File: config.mk
export PLATFORM = sky130hd
export DESIGN_NAME = ffa_cell
export DESIGN_NICKNAME = d
export VERILOG_FILES = /design/src/hw/rtl/ffa_pkg.sv /design/src/hw/rtl/ffa_cell.sv
export SDC_FILE = /design/constraint.sdc
export NUM_CORES = 1
export LEC_CHECK = 0
export ABC_AREA = 1
export ABC_CLOCK_PERIOD_IN_PS = 7400
export BUFFER_PORTS_ARGS = -buffer_cell sky130_fd_sc_hd__buf_2
export CAP_MARGIN = 40
export CELL_PAD_IN_SITES_DETAIL_PLACEMENT = 1
export CELL_PAD_IN_SITES_GLOBAL_PLACEMENT = 1
export CORE_MARGIN = 10
export CORE_UTILIZATION = 44
export CTS_CLUSTER_DIAMETER = 120
export CTS_CLUSTER_SIZE = 28
export DETAILED_ROUTE_END_ITERATION = 8
export GPL_TIMING_DRIVEN = 1
export PLACE_DENSITY = 0.91
export SLEW_MARGIN = 25
export SYNTH_ARGS = -nofsm -noshare
export SYNTH_HDL_FRONTEND = slang
export SYNTH_SLANG_ARGS = --single-unit
File: constraint.sdc
create_clock -name clk -period 7.4 [get_ports clk]
set_input_delay 0.74 -clock clk [delete_from_list [all_inputs] [get_ports clk]]
set_output_delay 0.74 -clock clk [all_outputs]
set_load 0.02 [all_outputs]
File: src/hw/rtl/ffa_pkg.sv
// Shared types, constants and helpers for the first-fit free-list allocator.
package ffa_pkg;

  // Table geometry
  localparam int ENTRIES = 16;
  localparam int CNT_W   = $clog2(ENTRIES + 1);
  localparam int ADDR_W  = 16;
  // Bases can step past the address space after a take from a saturated region
  localparam int BASE_W  = ADDR_W + 1;
  localparam int SIZE_W  = ADDR_W + 1;
  // Three-way merge sum: size + length + size
  localparam int SUM_W   = SIZE_W + 2;

  // Whole address space, 2^ADDR_W units
  localparam logic [SIZE_W-1:0] SPACE = {1'b1, {ADDR_W{1'b0}}};

  // Request codes
  localparam logic OP_RELEASE = 1'b0;
  localparam logic OP_ALLOC   = 1'b1;

  // Result status codes
  typedef enum logic [1:0] {
    ST_OK    = 2'd0,
    ST_NOFIT = 2'd1,
    ST_FULL  = 2'd2,
    ST_BAD   = 2'd3
  } status_t;

  // Table update broadcast to every cell
  typedef enum logic [2:0] {
    ACT_NONE,
    ACT_MERGE_BOTH,
    ACT_MERGE_LO,
    ACT_MERGE_HI,
    ACT_INSERT,
    ACT_TAKE,
    ACT_TAKE_DROP
  } act_t;

  // Command bus from the controller to the cell row
  typedef struct packed {
    logic              eval;
    logic              decide;
    logic              apply;
    act_t              act;
    logic [ADDR_W-1:0] start;
    logic [ADDR_W-1:0] len;
  } cell_cmd_t;

  // Per-cell report back to the controller
  typedef struct packed {
    logic              lo_hit;
    logic              hi_hit;
    logic              fit_hit;
    logic              fit_exact;
    logic [ADDR_W-1:0] fit_base;
  } cell_rpt_t;

  // Saturate a merged size at the size of the address space
  function automatic logic [SIZE_W-1:0] cap_size(input logic [SUM_W-1:0] v);
    logic [SUM_W-1:0] lim;
    lim = SUM_W'(SPACE);
    return (v > lim) ? SPACE : v[SIZE_W-1:0];
  endfunction

endpackage

File: src/hw/rtl/ffa_cell.sv
// One free-table entry: local compares, chain links and shift-in update.
module ffa_cell import ffa_pkg::*; (
  input  logic              clk,
  input  cell_cmd_t         cmd,
  input  logic              used,
  input  logic [BASE_W-1:0] left_base,
  input  logic [SIZE_W-1:0] left_size,
  input  logic [BASE_W-1:0] right_base,
  input  logic [SIZE_W-1:0] right_size,
  input  logic              pref_in,
  input  logic              nxt_pref,
  input  logic              seen_in,
  output logic              pref_out,
  output logic              seen_out,
  output logic [BASE_W-1:0] base_q,
  output logic [SIZE_W-1:0] size_q,
  output cell_rpt_t         rpt
);

  logic [BASE_W-1:0] base_r, base_nxt;
  logic [SIZE_W-1:0] size_r, size_nxt;

  // Compare flags from the evaluate pass
  logic le_r, end_r, hi_r, fit_r;
  // Position roles from the decide pass
  logic is_lo_r, at_pos_r, ge_pos_r, gt_pos_r, is_fit_r, ge_fit_r;

  logic [SIZE_W:0]   end_sum;
  logic [BASE_W-1:0] rel_end;
  logic              at_pos, is_fit;

  assign base_q = base_r;
  assign size_q = size_r;

  // Local compares against the broadcast request
  assign end_sum = {1'b0, base_r} + {1'b0, size_r};
  assign rel_end = {1'b0, cmd.start} + {1'b0, cmd.len};

  // Chain links: all entries so far at or below start; a fit seen so far
  assign pref_out = pref_in & le_r;
  assign seen_out = seen_in | fit_r;
  assign at_pos   = pref_in & ~le_r;
  assign is_fit   = fit_r & ~seen_in;

  // Report to the controller
  always_comb begin
    rpt.lo_hit    = pref_out & ~nxt_pref & end_r;
    rpt.hi_hit    = at_pos & hi_r;
    rpt.fit_hit   = is_fit;
    rpt.fit_exact = is_fit & (size_r == {1'b0, cmd.len});
    rpt.fit_base  = is_fit ? base_r[ADDR_W-1:0] : '0;
  end

  // Entry update for the broadcast action
  always_comb begin
    base_nxt = base_r;
    size_nxt = size_r;
    case (cmd.act)
      ACT_MERGE_BOTH: begin
        if (is_lo_r) begin
          size_nxt = cap_size(SUM_W'(size_r) + SUM_W'(cmd.len) + SUM_W'(right_size));
        end else if (ge_pos_r) begin
          base_nxt = right_base;
          size_nxt = right_size;
        end
      end
      ACT_MERGE_LO: begin
        if (is_lo_r) begin
          size_nxt = cap_size(SUM_W'(size_r) + SUM_W'(cmd.len));
        end
      end
      ACT_MERGE_HI: begin
        if (at_pos_r) begin
          base_nxt = {1'b0, cmd.start};
          size_nxt = cap_size(SUM_W'(size_r) + SUM_W'(cmd.len));
        end
      end
      ACT_INSERT: begin
        if (at_pos_r) begin
          base_nxt = {1'b0, cmd.start};
          size_nxt = {1'b0, cmd.len};
        end else if (gt_pos_r) begin
          base_nxt = left_base;
          size_nxt = left_size;
        end
      end
      ACT_TAKE: begin
        if (is_fit_r) begin
          base_nxt = base_r + {1'b0, cmd.len};
          size_nxt = size_r - {1'b0, cmd.len};
        end
      end
      ACT_TAKE_DROP: begin
        if (ge_fit_r) begin
          base_nxt = right_base;
          size_nxt = right_size;
        end
      end
      default: begin
        base_nxt = base_r;
        size_nxt = size_r;
      end
    endcase
  end

  // Flags, roles and entry storage
  always_ff @(posedge clk) begin
    if (cmd.eval) begin
      le_r  <= used & (base_r <= {1'b0, cmd.start});
      end_r <= used & (end_sum == {2'b00, cmd.start});
      hi_r  <= used & (rel_end == base_r);
      fit_r <= used & ({1'b0, cmd.len} <= size_r);
    end
    if (cmd.decide) begin
      is_lo_r  <= pref_out & ~nxt_pref;
      at_pos_r <= at_pos;
      ge_pos_r <= ~pref_out;
      gt_pos_r <= ~pref_in;
      is_fit_r <= is_fit;
      ge_fit_r <= seen_out;
    end
    if (cmd.apply) begin
      base_r <= base_nxt;
      size_r <= size_nxt;
    end
  end

endmodule

==> run_results.csv <==
group,metric,value,unit
grt,grt_pass1_vias,11800,
sta,setup_tns,0,ns
sta,clock.fmax,0.208,GHz
synth,synth_cells,1507,
synth,async_flop_share,0,%
place,dp.final_hpwl,33.1,mm
floorplan,ios,167,
grt,grt_max_degree,30,
sta,min_period,4.81,ns
cts,clk_pin_slew,0.07,ns
setup_path,cp-start-kind,"primary input",
cells_and_area,diodes,0,
cts,post_cts_buffers,0,
setup_path,arrival,4.88,ns
synth,synth_edf_count,44,
synth,ys_seq_area_share,14.2,%
sta,slew_headroom,40.1,%
setup_path,crit_fanout,15,
synth,yosysTopAreaCell,"nand2_1",
place,port_buffers,166,
cts,hold_buffers,0,
cts,cts-root-buf,"clkbuf_16",
cts,clock_latency,0.32,ns
sta,fin_crit_sh,65.0,%
hold_path,hold-path-cell-count,1,
synth,yosys_warnings,0,
synth,synth_ff_type,"edfxtp_1",
place,gp_congestion,0.980,
sta,drv_slew,0,
grt,antenna_found_initial,0,
synth,yosysTopAreaCellShare,16.2,%
synth,synth_area,0.00930,sq mm
setup_path,critical_path_depth,26,
pwr,ir_drop,0.0000953,V
outcome,status,"finished clean",
synth,synth_cell_types,60,
grt,grt-ovfl-total,0,
floorplan,start_util,44.5,%
route,totalWireLength,39.3,mm
cells_and_area,drive_gt1_share,15.4,%
grt,grtUsageTotal,27.7,%
grt,grt_pass1_wl,59.9,mm
synth,synth_commonest_cells,"nand2_1, inv_1, nor2_1",
setup_path,slowest_delay,0.48,ns
pwr,p_leak,5.60,nW
setup_path,crit_family,"simple AND/OR/NAND/NOR gates",
sta,finalClockSkew,0.00757,ns
setup_path,crit_buf_inv,4,
synth,synth_area_per_cell,6.17,sq um
setup_path,crit_path_end_kind,"register",
setup_path,cp_common_cell,"nand2_1",
route,routedWlPerCell,20.3,um
synth,synth-seq-cells,44,
floorplan,die_area,0.0273,sq mm
place,dp_slack,2.35,ns
route,drt_iter0_drc,651,
sta,finalSetupViolCount,0,
route,drtPass1Iterations,5,
floorplan,rows,53,
synth,synth_top_cells_by_area,"nand2_1, ha_1, edfxtp_1",
cells_and_area,fill_cells,3020,
pwr,p_per_area,161,mW/mm^2
route,ant_nets,0,
hold_path,hold_class,"register to register",
floorplan,core_area,0.0209,sq mm
cells_and_area,area_growth,13.5,%
cts,cts_sinks,44,
sta,hold_viol,0,
setup_path,reg2regPathDepth,24,
flow_run,drv_cap,0,
synth,synth_most_common_cell,"nand2_1",
cts,htree_levels,2,
sta,worst_slew_pin_slew,0.893,ns
sta,rsz0062_at_grt,"false",
route,viasPerCell,5.71,
route,vias,11100,
sta,fin_ws,2.59,ns
cts,cts_buffers,5,
cts,tritoncts,"done",
setup_path,required,7.47,ns
floorplan,die_h,165,um
setup_path,cpMaxStageDelayCell,"ha_1",
route,drc,0,
synth,syn_nets,1739,
setup_path,critPathKind,"primary input to register",
cells_and_area,nets,1891,
cts,clock_path_buffers,2,
cts,ctsResizeCount,0,
floorplan,die_w,165,um
[cell type report]
| class | count | area (sq um) | area share [%] |
|---|---|---|---|
| Clock buffer | 5 | 125 | 1.19 |
| Clock inverter | 3 | 18.8 | 0.178 |
| Inverter | 227 | 857 | 8.12 |
| Multi-Input combinational cell | 1203 | 6960 | 65.9 |
| Sequential cell | 44 | 1320 | 12.5 |
| Tap cell | 275 | 344 | 3.26 |
| Timing Repair Buffer | 178 | 932 | 8.83 |
[where the power goes]
group / internal, W / leakage, nW / switching [W] / total (W)
logic: 0.000376 / 5.12 / 0.000740 / 0.00112
registers: 0.000304 / 0.419 / 0.0000356 / 0.000340
clock network: 0.000125 / 0.0635 / 0.000121 / 0.000246
total: 0.000804 / 5.60 / 0.000897 / 0.00170
[worst paths after layout]
kind	startpoint	end	slack [ns]
max reg2reg	size_q[6]$_DFFE_PP_	size_q[5]$_DFFE_PP_	2.66
min	fit_r$_DFFE_PP_	ge_fit_r$_DFFE_PP_	0.58
min reg2reg	fit_r$_DFFE_PP_	ge_fit_r$_DFFE_PP_	0.58
max	cmd[6]	size_q[5]$_DFFE_PP_	2.59
[cells by family (layout without fill, tap and decap cells)]
kind of cell	after synthesis	in the layout	share of synthesized area (%)
AOI/OAI and AO/OA	275	275	18.0
xor gates and xnor gates	51	51	5.03
adders and majority gates	121	121	16.8
buffers and inverters	260	413	11.2
DFF	44	44	14.2
and+or+nand+nor	756	756	34.8
[metal layers]
layer | track usage [%] | vias up | share of wire, %
met3 | 3.25 | 90 | 6.2
met5 | 0 | - | 0
met2 | 49.9 | 353 | 49
li1 | - | 5310 | -
met4 | 13.4 | 0 | 4.5
met1 | 31.9 | 5302 | 40
[through the flow]
| stage | hold WS (ns) | instances | cell area (sq um) | power, W | utilization [%] |
|---|---|---|---|---|---|
| floorplan | 0.553 | 1507 | 9300 | 0.00112 | - |
| global placement | 0.533 | 1925 | 10400 | 0.00139 | 49.7 |
| detailed placement | 0.553 | 1927 | 10400 | 0.00144 | 49.8 |
| CTS | 0.571 | 1935 | 10600 | 0.00169 | 50.5 |
| global route | 0.608 | 1935 | 10600 | 0.00183 | 50.5 |
| finish | 0.577 | 1935 | 10600 | 0.00170 | 50.5 |
[worst reg2reg max path, delay by kind of cell, from the launching register on]
| kind | cells | cell delay, ns |
|---|---|---|
| adders and majority gates | 2 | 0.91 |
| DFF | 1 | 0.53 |
| buffers and inverters | 2 | 0.12 |
| AOI/OAI and AO/OA | 5 | 1.27 |
| and+or+nand+nor | 15 | 1.69 |
[cells in the final DEF, fill, tap and decap left out, types with 3 or more instances in the layout]
master     synthesis  layout
nand2_1          401     401
inv_1            213     213
buf_2              3     166
nor2_1           152     149
a21oi_1          126     126
ha_1             115     115
nand3_1          107     107
o21ai_0           60      60
edfxtp_1          44      44
xor2_1            30      30
nand4_1           30      30
nor3_1            20      20
xnor2_1           19      19
o2111ai_1         16      16
nand2_2           11      11
inv_2             11      11
o21bai_1          10      10
a21o_1            10      10
buf_4              3      10
or2_2              9       9
nand3b_1           8       8
o21bai_2           7       7
o21ai_2            6       6
fa_1               6       6
nor2_2             2       5
nand3_2            5       5
a41oi_1            5       5
clkbuf_16          0       5
a21oi_2            4       4
a31oi_1            4       4
o21ai_1            3       3
a221oi_1           3       3
o211ai_1           3       3
(Power assumes the default switching activity.)
